$ cat config.mk
export PLATFORM = sky130hd
export DESIGN_NAME = esr_cfg_regs
export DESIGN_NICKNAME = d
export VERILOG_FILES = /design/src/rtl/esr_pkg.sv /design/src/rtl/esr_cfg_regs.sv
export SDC_FILE = /design/constraint.sdc
export NUM_CORES = 1
export LEC_CHECK = 0
export BUFFER_PORTS_ARGS = -buffer_cell sky130_fd_sc_hd__buf_2
export CAP_MARGIN = 10
export CORE_ASPECT_RATIO = 2
export CORE_MARGIN = 10
export CORE_UTILIZATION = 40
export DETAILED_ROUTE_END_ITERATION = 10
export PLACE_DENSITY = 0.76
export SLEW_MARGIN = 20
export SYNTH_ARGS = -nofsm -noshare
export SYNTH_HDL_FRONTEND = slang
export SYNTH_SLANG_ARGS = --single-unit
export TNS_END_PERCENT = 30
$ cat constraint.sdc
create_clock -name clk -period 2.1 [get_ports clk]
set_clock_uncertainty 0.05 [all_clocks]
set_input_delay 0.42 -clock clk [delete_from_list [all_inputs] [get_ports clk]]
set_output_delay 0.42 -clock clk [all_outputs]
set_load 0.01 [all_outputs]
$ cat src/rtl/esr_pkg.sv
// Shared types and constants for the elevation spike remover.
`default_nettype none

package esr_pkg;

  localparam int ELEV_W   = 16;
  localparam int TW_W     = 13;
  localparam int TH_W     = 16;
  localparam int THR_W    = 16;
  localparam int APB_AW   = 4;
  localparam int APB_DW   = 32;

  localparam logic [TW_W-1:0]   TILE_WIDTH_RST  = 13'd1201;
  localparam logic [TH_W-1:0]   TILE_HEIGHT_RST = 16'd1201;
  localparam logic [ELEV_W-1:0] NODATA_RST      = 16'h8000;
  localparam logic [THR_W-1:0]  THRESHOLD_RST   = 16'd1000;

  // request codes on the input channel
  localparam logic REQ_SAMPLE = 1'b0;
  localparam logic REQ_FLUSH  = 1'b1;

  // register index, taken from paddr[3:2]
  typedef enum logic [1:0] {
    REG_TILE_WIDTH  = 2'd0,
    REG_TILE_HEIGHT = 2'd1,
    REG_NODATA      = 2'd2,
    REG_THRESHOLD   = 2'd3
  } reg_idx_t;

  typedef struct packed {
    logic [TW_W-1:0]          tile_width;
    logic [TH_W-1:0]          tile_height;
    logic signed [ELEV_W-1:0] nodata_value;
    logic [THR_W-1:0]         spike_threshold;
  } cfg_t;

  typedef struct packed {
    logic signed [ELEV_W-1:0] clean_elevation;
    logic                     was_removed;
    logic                     last_of_tile;
  } result_t;

endpackage

`default_nettype wire

$ cat src/rtl/esr_cfg_regs.sv
// APB configuration registers.
`default_nettype none

module esr_cfg_regs import esr_pkg::*; (
  input  logic              clk,
  input  logic              rst,
  input  logic              psel,
  input  logic              penable,
  input  logic              pwrite,
  input  logic [APB_AW-1:0] paddr,
  input  logic [APB_DW-1:0] pwdata,
  output logic [APB_DW-1:0] prdata,
  output logic              pready,
  output cfg_t              cfg,
  output logic              cfg_wr
);

  reg_idx_t idx;

  assign pready = 1'b1;
  assign idx    = reg_idx_t'(paddr[3:2]);
  assign cfg_wr = psel && penable && pwrite && pready;

  always_ff @(posedge clk) begin
    if (rst) begin
      cfg.tile_width      <= TILE_WIDTH_RST;
      cfg.tile_height     <= TILE_HEIGHT_RST;
      cfg.nodata_value    <= NODATA_RST;
      cfg.spike_threshold <= THRESHOLD_RST;
    end else if (cfg_wr) begin
      unique case (idx)
        REG_TILE_WIDTH:  cfg.tile_width      <= pwdata[TW_W-1:0];
        REG_TILE_HEIGHT: cfg.tile_height     <= pwdata[TH_W-1:0];
        REG_NODATA:      cfg.nodata_value    <= pwdata[ELEV_W-1:0];
        REG_THRESHOLD:   cfg.spike_threshold <= pwdata[THR_W-1:0];
        default: ;
      endcase
    end
  end

  always_comb begin
    unique case (idx)
      REG_TILE_WIDTH:  prdata = APB_DW'(cfg.tile_width);
      REG_TILE_HEIGHT: prdata = APB_DW'(cfg.tile_height);
      REG_NODATA:      prdata = APB_DW'(unsigned'(cfg.nodata_value));
      REG_THRESHOLD:   prdata = APB_DW'(cfg.spike_threshold);
      default:         prdata = '0;
    endcase
  end

endmodule

`default_nettype wire

==> results.sh <==
export IMPL_status="finished, final reports clean"
export IMPL_yosys_warnings=0
export IMPL_stdcell_area_sq_mm=0.00391
export IMPL_drcViolationCount=0
export IMPL_cp_max_fo=13
export IMPL_p_sw_frac=0.213
export IMPL_nNetsFinal=424
export IMPL_grt_pass1_wl_um=12800
export IMPL_rsz0062_at_grt="no"
export IMPL_cts_root_buf="clkbuf_16"
export IMPL_syn2layout_area_growth_pct=28.4
export IMPL_netlist_area_sq_mm=0.00305
export IMPL_holdWs_ns=0.327
export IMPL_synth_area_leaders="dfxtp_1 40%, mux2i_1 20%, nand2b_1 10%"
export IMPL_cp_end_kind="output pin"
export IMPL_ir_worst_vdd_uv=513
export IMPL_globalRouteTotalUtil=0.138
export IMPL_reg_top3="cfg: 61 flops"
export IMPL_clockBufferDepth=2
export IMPL_grt_start_max_net_pins=38
export IMPL_rows=45
export IMPL_fin_crit_sh=0.944
export IMPL_power_switching_mw=0.625
export IMPL_yosysSeqAreaShare=0.400
export IMPL_gp_congestion=0.738
export IMPL_largest_reg_flops=61
export IMPL_ys_ff_latch=61
export IMPL_hold_violations=0
export IMPL_hpwl_um=6140
export IMPL_portBuffers=100
export IMPL_p_int_mw=2.32
export IMPL_postCtsSetupBuffers=0
export IMPL_synth_top_area_share=0.400
export IMPL_hp_class="primary input to flip-flop"
export IMPL_antenna_found_initial=0
export IMPL_synthCells=276
export IMPL_worstPathRequired_ns=1.63
export IMPL_setup_tns_ns=0
export IMPL_power_frac_seq=0.403
export IMPL_vias=2286
export IMPL_crit_arrival_ns=1.51
export IMPL_synthFlopType="dfxtp_1"
export IMPL_cts_htree_levels=3
export IMPL_leakage_nw=1.92
export IMPL_n_antenna_cell=0
export IMPL_drt_iter0_drc=52
export IMPL_first_pass_iters=4
export IMPL_placed_cells=466
export IMPL_clock_latency_ns=0.31
export IMPL_fin_cells=480
export IMPL_cts_tree="yes"
export IMPL_max_cap_violations=0
export IMPL_dieHeight_um=143
export IMPL_finalSetupViolations=0
export IMPL_start_kind="primary input"
export IMPL_async_flop_share=0
export IMPL_wl_per_cell_um=16.6
export IMPL_design_core_area_sq_mm=0.00749
export IMPL_cts_hold_buf=0
export IMPL_synth_common_cells="61 x dfxtp_1, 61 x mux2i_1, 50 x nand2b_1"
export IMPL_overflow=0
export IMPL_synthDistinctLibCells=24
export IMPL_max_freq_ghz=0.505
export IMPL_crit_type="primary input to output pin"
export IMPL_drive_above_1_share=0.415
export IMPL_maxSlewViolCount=0
export IMPL_layout_min_cycle_time_ns=1.98
export IMPL_routed_wl_um=7980
export IMPL_first_global_vias=2452
export IMPL_clkPwrFrac=0.509
export IMPL_synth_avg_cell_area_sq_um=11.0
export IMPL_vias_per_cell=4.76
export IMPL_powerDensity_mw_per_mm2=751
export IMPL_die_x_um=81.7
export IMPL_cts_repair_resized=0
export IMPL_clock_sinks=61
export IMPL_combPwrFrac=0.088
export IMPL_dieArea_sq_mm=0.0117
export IMPL_synth_largest_area_cell="dfxtp_1"
export IMPL_clk_pin_slew_ns=0.05
export IMPL_ant_nets=0
export IMPL_initial_utilization=0.407
export IMPL_ios=136
export IMPL_numCtsBuffers=9
export IMPL_power_total_mw=2.94
export IMPL_largest_register="cfg"
export IMPL_synth_edf_count=0
export IMPL_postPlaceCellArea_sq_mm=0.00361
cell type report:
| class | instances | area, sq um |
|---|---|---|
| clock buffer | 9 | 225 |
| timing repair buffer | 118 | 673 |
| clock inverter | 5 | 77.6 |
| multi-input combinational | 192 | 1600 |
| fill | 683 | 3570 |
| inverter | 1 | 3.75 |
| sequential | 61 | 1220 |
| tap | 94 | 118 |
cell families (layout without fill, tap and decap cells):
| family | after synthesis | after routing | share of synthesized area |
|---|---|---|---|
| mux | 77 | 77 | 0.307 |
| compound gates | 3 | 3 | 0.00862 |
| other cells | 2 | 17 | 0.00246 |
| simple gates | 95 | 95 | 0.186 |
| flops | 61 | 61 | 0.400 |
| buf+inv | 38 | 133 | 0.0948 |
critical path, stage by stage:
cell    delay, ns
buf_2        0.28
buf_4        0.31
mux4_2       0.34
buf_2        0.16
metrics by stage:
| stage | worst slack [ns] | util |
|---|---|---|
| 3_3_place_gp | 0.0953 | 0.482 |
| 4_1_cts | 0.112 | 0.523 |
| 5_1_grt | 0.0561 | 0.523 |
| 2_1_floorplan | 0.336 | - |
| 6_report | 0.118 | 0.523 |
| 3_5_place_dp | 0.0714 | 0.482 |
layout by cell type, fill, tap and decap left out:
master      instances
and3_1              1
nand3_1             1
or3_1               1
mux4_2             13
bufinv_16           2
buf_12              3
buf_2             100
clkinvlp_4          1
clkbuf_16           9
nand3b_1            1
nor2b_1             1
a22o_1              3
dfxtp_1            61
and2_1              1
mux2i_1            61
inv_1               1
nor2_1             27
nand2b_1           50
clkinv_2            2
buf_4              15
conb_1             17
nand3_2             1
mux2_2              3
or2b_2             10
nor3b_4             1
per-layer routing:
layer / up-vias / routed length (um) / track usage
li1: 1110 / - / -
met1: 1069 / 3220 / 0.165
met2: 104 / 3690 / 0.214
met3: 3 / 1040 / 0.0695
met4: 0 / 34 / 0.0351
met5: - / 0 / 0
power by group through the flow:
stage               clock [mW]  sequential [mW]  combinational (mW)
floorplan                    0             1.21               0.182
global placement             0             1.21               0.256
detailed placement           0             1.21               0.258
CTS                       1.52             1.19               0.260
global route              1.58             1.19               0.282
finish                    1.50             1.19               0.258
path summary, 6_finish.rpt:
check / startpoint / endpoint / slack (ns) / depth (start not counted)
hold reg to reg: cfg[35] / cfg[35] / 0.43 / 2
hold / removal: pwdata[9] / cfg[9] / 0.33 / 3
setup reg to reg: cfg[60] / cfg[60] / 1.21 / 2
setup / recovery: paddr[2] / prdata[8] / 0.12 / 4
(Power assumes the default switching activity.)
