### config.mk
export PLATFORM = sky130hd
export DESIGN_NAME = esr_out_buf
export DESIGN_NICKNAME = d
export VERILOG_FILES = /design/src/rtl/esr_pkg.sv /design/src/rtl/esr_out_buf.sv
export SDC_FILE = /design/constraint.sdc
export NUM_CORES = 1
export LEC_CHECK = 0
export ABC_AREA = 1
export BUFFER_PORTS_ARGS = -buffer_cell sky130_fd_sc_hd__buf_2
export CAP_MARGIN = 20
export CORE_ASPECT_RATIO = 1.4
export CORE_MARGIN = 1
export CORE_UTILIZATION = 55
export DETAILED_ROUTE_END_ITERATION = 10
export GPL_ROUTABILITY_DRIVEN = 0
export PLACE_DENSITY = 0.86
export SYNTH_ARGS = -nofsm -noshare
export SYNTH_HDL_FRONTEND = slang
export SYNTH_SLANG_ARGS = --single-unit
### constraint.sdc
create_clock -name clk -period 2.7 [get_ports clk]
set_input_delay 0.405 -clock clk [delete_from_list [all_inputs] [get_ports clk]]
set_output_delay 0.405 -clock clk [all_outputs]
set_load 0.05 [all_outputs]
### src/rtl/esr_pkg.sv
// Shared types and constants for the elevation spike remover.
`default_nettype none

package esr_pkg;

  localparam int ELEV_W   = 16;
  localparam int TW_W     = 13;
  localparam int TH_W     = 16;
  localparam int THR_W    = 16;
  localparam int APB_AW   = 4;
  localparam int APB_DW   = 32;

  localparam logic [TW_W-1:0]   TILE_WIDTH_RST  = 13'd1201;
  localparam logic [TH_W-1:0]   TILE_HEIGHT_RST = 16'd1201;
  localparam logic [ELEV_W-1:0] NODATA_RST      = 16'h8000;
  localparam logic [THR_W-1:0]  THRESHOLD_RST   = 16'd1000;

  // request codes on the input channel
  localparam logic REQ_SAMPLE = 1'b0;
  localparam logic REQ_FLUSH  = 1'b1;

  // register index, taken from paddr[3:2]
  typedef enum logic [1:0] {
    REG_TILE_WIDTH  = 2'd0,
    REG_TILE_HEIGHT = 2'd1,
    REG_NODATA      = 2'd2,
    REG_THRESHOLD   = 2'd3
  } reg_idx_t;

  typedef struct packed {
    logic [TW_W-1:0]          tile_width;
    logic [TH_W-1:0]          tile_height;
    logic signed [ELEV_W-1:0] nodata_value;
    logic [THR_W-1:0]         spike_threshold;
  } cfg_t;

  typedef struct packed {
    logic signed [ELEV_W-1:0] clean_elevation;
    logic                     was_removed;
    logic                     last_of_tile;
  } result_t;

endpackage

`default_nettype wire

### src/rtl/esr_out_buf.sv
// Two-entry result buffer between the datapath and the output channel.
`default_nettype none

module esr_out_buf import esr_pkg::*; (
  input  logic    clk,
  input  logic    rst,
  input  logic    push,
  input  result_t push_data,
  input  logic    pop,
  output logic    full,
  output logic    out_valid,
  output result_t out_data
);

  result_t    ent [2];
  logic       wr_ptr;
  logic       rd_ptr;
  logic [1:0] count;

  assign full      = (count == 2'd2);
  assign out_valid = (count != 2'd0);
  assign out_data  = ent[rd_ptr];

  always_ff @(posedge clk) begin
    if (push) begin
      ent[wr_ptr] <= push_data;
    end
  end

  always_ff @(posedge clk) begin
    if (rst) begin
      wr_ptr <= 1'b0;
      rd_ptr <= 1'b0;
      count  <= 2'd0;
    end else begin
      if (push) begin
        wr_ptr <= ~wr_ptr;
      end
      if (pop) begin
        rd_ptr <= ~rd_ptr;
      end
      unique case ({push, pop})
        2'b10:   count <= count + 2'd1;
        2'b01:   count <= count - 2'd1;
        default: count <= count;
      endcase
    end
  end

endmodule

`default_nettype wire

==> results of run 1 <==
-- path summary, 6_finish.rpt --
path	to	from	cells past startpoint	slack [ns]
min reg2reg	count[1]$_SDFFE_PP0P_	count[1]$_SDFFE_PP0P_	2	0.53
max reg2reg	ent[0][2]$_DFFE_PP_	wr_ptr$_SDFFE_PP0P_	2	1.31
min	ent[0][16]$_DFFE_PP_	push_data[16]	1	0.24
max	out_data[9]	flop	3	0.75
-- sequential cells by signal, indices dropped and copies added, names as in the netlist, named ones only --
signal	count
count	2
ent	36
rd_ptr	1
wr_ptr	1
-- synthesized netlist by cell type, drive strengths merged --
master	count	share of area (%)
mux2	18	15
ha	1	0.79
a21oi	1	0.32
edfxtp	36	69
nand2	6	1.4
inv	7	1.7
nand4	1	0.40
nor3	1	0.32
xnor2	1	0.56
nor2	9	2.1
dfxtp	5	6.3
buf	2	2.0
o21ai	1	0.32
-- power groups by stage --
stage	Sequential, mW	Clock [mW]	Combinational [mW]
2_1_floorplan	0.752	0	0.210
3_3_place_gp	0.753	0	0.255
3_5_place_dp	0.755	0	0.262
4_1_cts	0.741	0.296	0.262
5_1_grt	0.744	0.322	0.276
6_report	0.740	0.284	0.260
-- placed cells by master (no fill, tap or decap), types with 2 or more instances in the layout --
master and instances:
mux2_2 8, mux2_4 10, clkbuf_4 5, clkinvlp_4 2, inv_1 7, dfxtp_1 5, nor2_1 9, buf_4 2
nand2_1 6, edfxtp_1 36, buf_2 41
-- stage by stage --
stage	cell area, um^2	setup WS [ns]	power [mW]	std cells	hold WS [ns]
2_1_floorplan	1578	1.083	0.9618	89	0.4764
3_3_place_gp	1812	1.141	1.007	166	0.4960
3_5_place_dp	1812	1.073	1.017	166	0.5009
4_1_cts	1868	0.7147	1.299	174	0.2263
5_1_grt	1868	0.6565	1.342	174	0.2134
6_report	1868	0.7456	1.285	174	0.2434
-- area by class of cell --
cell class                      instances  share of cell area (%)
Clock buffer                            6                   2.210
Clock inverter                          2                  0.8038
Inverter                                7                   1.407
Multi-Input combinational cell         39                   18.15
Sequential cell                        41                   63.23
Tap cell                               36                   2.411
Timing Repair Buffer                   43                   11.79
-- cells by family (layout without fill, tap and decap cells) --
group | after synthesis | in the layout | share of synthesized area, %
XOR/XNOR | 1 | 1 | 0.5552
AND/OR/NAND/NOR | 17 | 17 | 4.282
buffers and inverters | 9 | 58 | 3.648
flip-flops | 41 | 41 | 74.86
AO/OA/AOI/OAI | 2 | 2 | 0.6338
multiplexers | 18 | 18 | 15.23
adder cells (fa/ha/maj) | 1 | 1 | 0.7929
-- layer usage --
metal / routed length [um] / up-vias / share of wire, %
met5: 0 / - / 0
li1: - / 415 / -
met3: 149 / 5 / 6.3
met2: 1335 / 31 / 56
met4: 55 / 0 / 2.3
met1: 830 / 416 / 35
==> flow_summary.json, run 1 <==
{
  "status": "complete, no violations",
  "synth_seq_cells": 41,
  "htree_levels": 2,
  "die_x_um": 47.27,
  "power_leakage_nw": 0.7652,
  "root_buffer": "clkbuf_4",
  "final_util_pct": 69.96,
  "setup_tns_ns": 0,
  "path_clk_slew_ns": 0.12,
  "use_met3_pct": 9.066,
  "met2_usage_pct": 30.65,
  "fillers": 190,
  "grt_pass1_wl_um": 3691,
  "end_kind": "output port",
  "clk_latency_ns": 0.34,
  "finalHoldViolCount": 0,
  "grt_antenna_before_repair": 0,
  "worstHoldPathType": "primary input to flop",
  "setup_viol": 0,
  "dpl.hpwl_um": 1726,
  "synth.distinct_cells": 15,
  "multi_input_area_um2": 339.1,
  "syn_area_um2": 1578,
  "cts_buffers": 5,
  "globalRouteMet1Util_pct": 18.25,
  "num_vias": 867,
  "final_antenna_net_count": 0,
  "wire_per_inst_um": 13.62,
  "switchingPower_mw": 0.3724,
  "firstDrtPassIters": 3,
  "areaGrowthSynthToFinish_pct": 18.40,
  "drc": 0,
  "switching_share_pct": 28.99,
  "final.min_clock_period_ns": 1.954,
  "num_io_pins": 42,
  "wl_um": 2370,
  "rsz0062_at_grt": "no",
  "yosysWarnings": 0,
  "worstPathArrival_ns": 1.55,
  "register_area_um2": 1181,
  "core-area_um2": 2670,
  "slowest_delay_ns": 0.38,
  "clockBufferDepth": 2,
  "drt_iter0_drc": 24,
  "cp_slowest_cell": "mux2_2",
  "clock_skew_ns": 0.01018,
  "max_freq_mhz": 511.7,
  "clkPwrFrac_pct": 22.1,
  "cap_violations": 0,
  "busiest_layer": "met2",
  "cts_setup_buffers": 0,
  "post-route-period-util_pct": 72.39,
  "port_buffers": 41,
  "avgSynthCellArea_um2": 17.73,
  "cp-start-kind": "flop",
  "syn_nets": 112,
  "grt_util_all_layers_pct": 18.46,
  "grt_overflow_total": 0,
  "power_frac_seq_pct": 57.6,
  "cp_max_fo": 18,
  "power.density_nw_per_um2": 687.6,
  "maxSlewHeadroom_pct": 50.56,
  "grt_start_max_net_pins": 20,
  "worstPathRequired_ns": 2.30,
  "vdd.ir_drop.worst_mv": 0.5323,
  "rows": 22,
  "clock-sinks": 41,
  "die_height_um": 65.37,
  "internal_power_mw": 0.9121,
  "worst-path-buf-inv": 2,
  "nets": 160,
  "cts_tree": "yes",
  "fp.dieArea_um2": 3090,
  "synthesis.instances": 89,
  "drv_slew": 0,
  "viasPerCell": 4.983,
  "crit_family": "buffers and inverters",
  "start_util_pct": 59.09,
  "n_antenna_cell": 0,
  "seq_area_frac_synth_pct": 74.86,
  "criticalPathCategory": "flop to output port",
  "postCtsHoldBufs": 0,
  "combPwrFrac_pct": 20.3,
  "path_cells": "buf_4 > mux2_2 > buf_2",
  "tightest_slew_ns": 0.7408,
  "grt_pass1_vias": 858,
  "drive_gt1_share_pct": 49.28,
  "cts_resized": 0
}
Note: power is estimated with default switching activity, not from simulation.
==> inputs of run 2 (changes only) <==
--- a/config.mk
+++ b/config.mk
@@ -10,10 +10,10 @@
 export CAP_MARGIN = 20
 export CORE_ASPECT_RATIO = 1.4
 export CORE_MARGIN = 1
-export CORE_UTILIZATION = 55
+export CORE_UTILIZATION = 51
 export DETAILED_ROUTE_END_ITERATION = 10
 export GPL_ROUTABILITY_DRIVEN = 0
-export PLACE_DENSITY = 0.86
+export PLACE_DENSITY = 0.81
 export SYNTH_ARGS = -nofsm -noshare
 export SYNTH_HDL_FRONTEND = slang
 export SYNTH_SLANG_ARGS = --single-unit
==> constraint.sdc (replaced) <==
create_clock -name clk -period 1.8 [get_ports clk]
set_input_delay 0.27 -clock clk [delete_from_list [all_inputs] [get_ports clk]]
set_output_delay 0.27 -clock clk [all_outputs]
set_load 0.05 [all_outputs]
==> run 2 against run 1 <==
  * Worst hold slack worse by 0.070 ns
  * Register-to-register slack worse by 0.72 ns
  * Cell count is 2.3% higher
  * Clock-buffer cell count is 1 lower
==> flow_summary.json, run 2 (synthesis results as in run 1) <==
{
  "vdd.ir_drop.worst_mv": 0.9293,
  "reg_top3": "ent x36, count x2",
  "root_buffer": "clkbuf_8",
  "end_kind": "output port",
  "final_cell_mix": "buf_2, edfxtp_1, mux2_4",
  "combPwrFrac_pct": 16.9,
  "internal_power_mw": 1.773,
  "setup_viol": 0,
  "grt_pass1_wl_um": 3387,
  "clock_skew_ns": 0.008233,
  "clock-sinks": 41,
  "port_buffers": 41,
  "worst-path-buf-inv": 2,
  "rsz0062_at_grt": "no",
  "worstHoldPathType": "primary input to flop",
  "grt_antenna_before_repair": 0,
  "setup_tns_ns": 0,
  "path_clk_slew_ns": 0.07,
  "worstPathArrival_ns": 1.42,
  "cts_resized": 0,
  "die_x_um": 49.01,
  "nets": 163,
  "cap_violations": 0,
  "cp_max_fo": 11,
  "viasPerCell": 4.820,
  "wire_per_inst_um": 12.24,
  "finalPower_mw": 2.335,
  "drv_slew": 0,
  "final.min_clock_period_ns": 1.690,
  "path_cells": "buf_4 > mux2_2 > buf_2",
  "cts_tree": "yes",
  "core-area_um2": 2907,
  "drc": 0,
  "cts_setup_buffers": 0,
  "tightest_slew_ns": 0.3161,
  "hold_ws_ns": 0.1731,
  "switchingPower_mw": 0.5628,
  "post-route-period-util_pct": 93.87,
  "grt_overflow_total": 0,
  "regMostFlops": "ent",
  "drive_gt1_share_pct": 51.06,
  "largest_reg_flops": 36,
  "htree_levels": 2,
  "clk_latency_ns": 0.28,
  "crit_family": "buffers and inverters",
  "stdcell_area_um2": 1969,
  "postCtsHoldBufs": 0,
  "clockBufferDepth": 2,
  "die_height_um": 67.81,
  "switching_share_pct": 24.10,
  "cts_buffers": 5,
  "placedCellCount": 170,
  "n_antenna_cell": 0,
  "final_common_cell": "buf_2",
  "cp-start-kind": "flop",
  "num_vias": 858,
  "drt_iter0_drc": 2,
  "rows": 23,
  "grt_start_max_net_pins": 14,
  "power_frac_seq_pct": 47.6,
  "num_io_pins": 42,
  "status": "complete, no violations",
  "criticalPathCategory": "flop to output port",
  "clkPwrFrac_pct": 35.6,
  "fin_cells": 178,
  "dpl_cell_area_um2": 1836,
  "hp-start": "push_data[6]",
  "final_antenna_net_count": 0,
  "cp_slowest_cell": "mux2_2",
  "grt_pass1_vias": 845,
  "finalHoldViolCount": 0,
  "maxSlewHeadroom_pct": 78.91,
  "areaGrowthSynthToFinish_pct": 24.82,
  "power.density_nw_per_um2": 1186,
  "worstPathRequired_ns": 1.53,
  "max_freq_mhz": 591.8,
  "start_util_pct": 54.28,
  "fp.dieArea_um2": 3323,
  "regToRegSetupSlack_ns": 0.59,
  "wl_um": 2179,
  "slowest_delay_ns": 0.36,
  "dpl.hpwl_um": 1696,
  "firstDrtPassIters": 2,
  "regToRegStartpoint": "wr_ptr$_SDFFE_PP0P_",
  "grt_util_all_layers_pct": 14.92,
  "power_leakage_nw": 0.8243
}
[run 2: changes by cell type in the layout (fill, tap and decap cells not counted)]
cell | before | now
clkinv_2 | 0 | 1
clkbuf_8 | 0 | 5
buf_4 | 2 | 5
clkbuf_1 | 1 | 0
clkinvlp_4 | 2 | 0
clkbuf_4 | 5 | 0
bufinv_16 | 0 | 2
[run 2: power by group through the flow]
stage | Combinational [mW] | Clock, mW | Sequential, mW
2_1_floorplan | 0.315 | 0 | 1.13
3_3_place_gp | 0.388 | 0 | 1.13
3_5_place_dp | 0.398 | 0 | 1.13
4_1_cts | 0.399 | 0.852 | 1.11
5_1_grt | 0.419 | 0.888 | 1.12
6_report | 0.394 | 0.831 | 1.11
[run 2: cell type report]
class / instances / area [um^2]
timing repair buffer: 46 / 242.7
multi-input combinational: 39 / 339.1
clock inverter: 3 / 65.06
inverter: 7 / 26.28
sequential: 41 / 1181
fill: 205 / 937.1
tap: 37 / 46.29
clock buffer: 5 / 68.82
[run 2: final timing paths]
| kind | end | depth (start not counted) |
|---|---|---|
| worst max-delay path | out_data[17] | 3 |
| worst min-delay path | ent[0][6]$_DFFE_PP_ | 1 |
| worst max register to register | ent[1][0]$_DFFE_PP_ | 3 |
| worst min register to register | count[1]$_SDFFE_PP0P_ | 2 |
[run 2: through the flow]
stage	utilization, %	setup WS [ns]
2_1_floorplan	-	0.3071
3_3_place_gp	63.15	0.4394
3_5_place_dp	63.15	0.4216
4_1_cts	67.76	0.09005
5_1_grt	67.76	0.02891
6_report	67.76	0.1104
[run 2: layer usage]
metal / share of wire, % / vias up / GRT usage [%]
li1: - / 423 / -
met1: 34 / 400 / 12.88
met2: 58 / 31 / 28.65
met3: 6.7 / 4 / 6.000
met4: 1.3 / 0 / 8.824
met5: 0 / - / 0
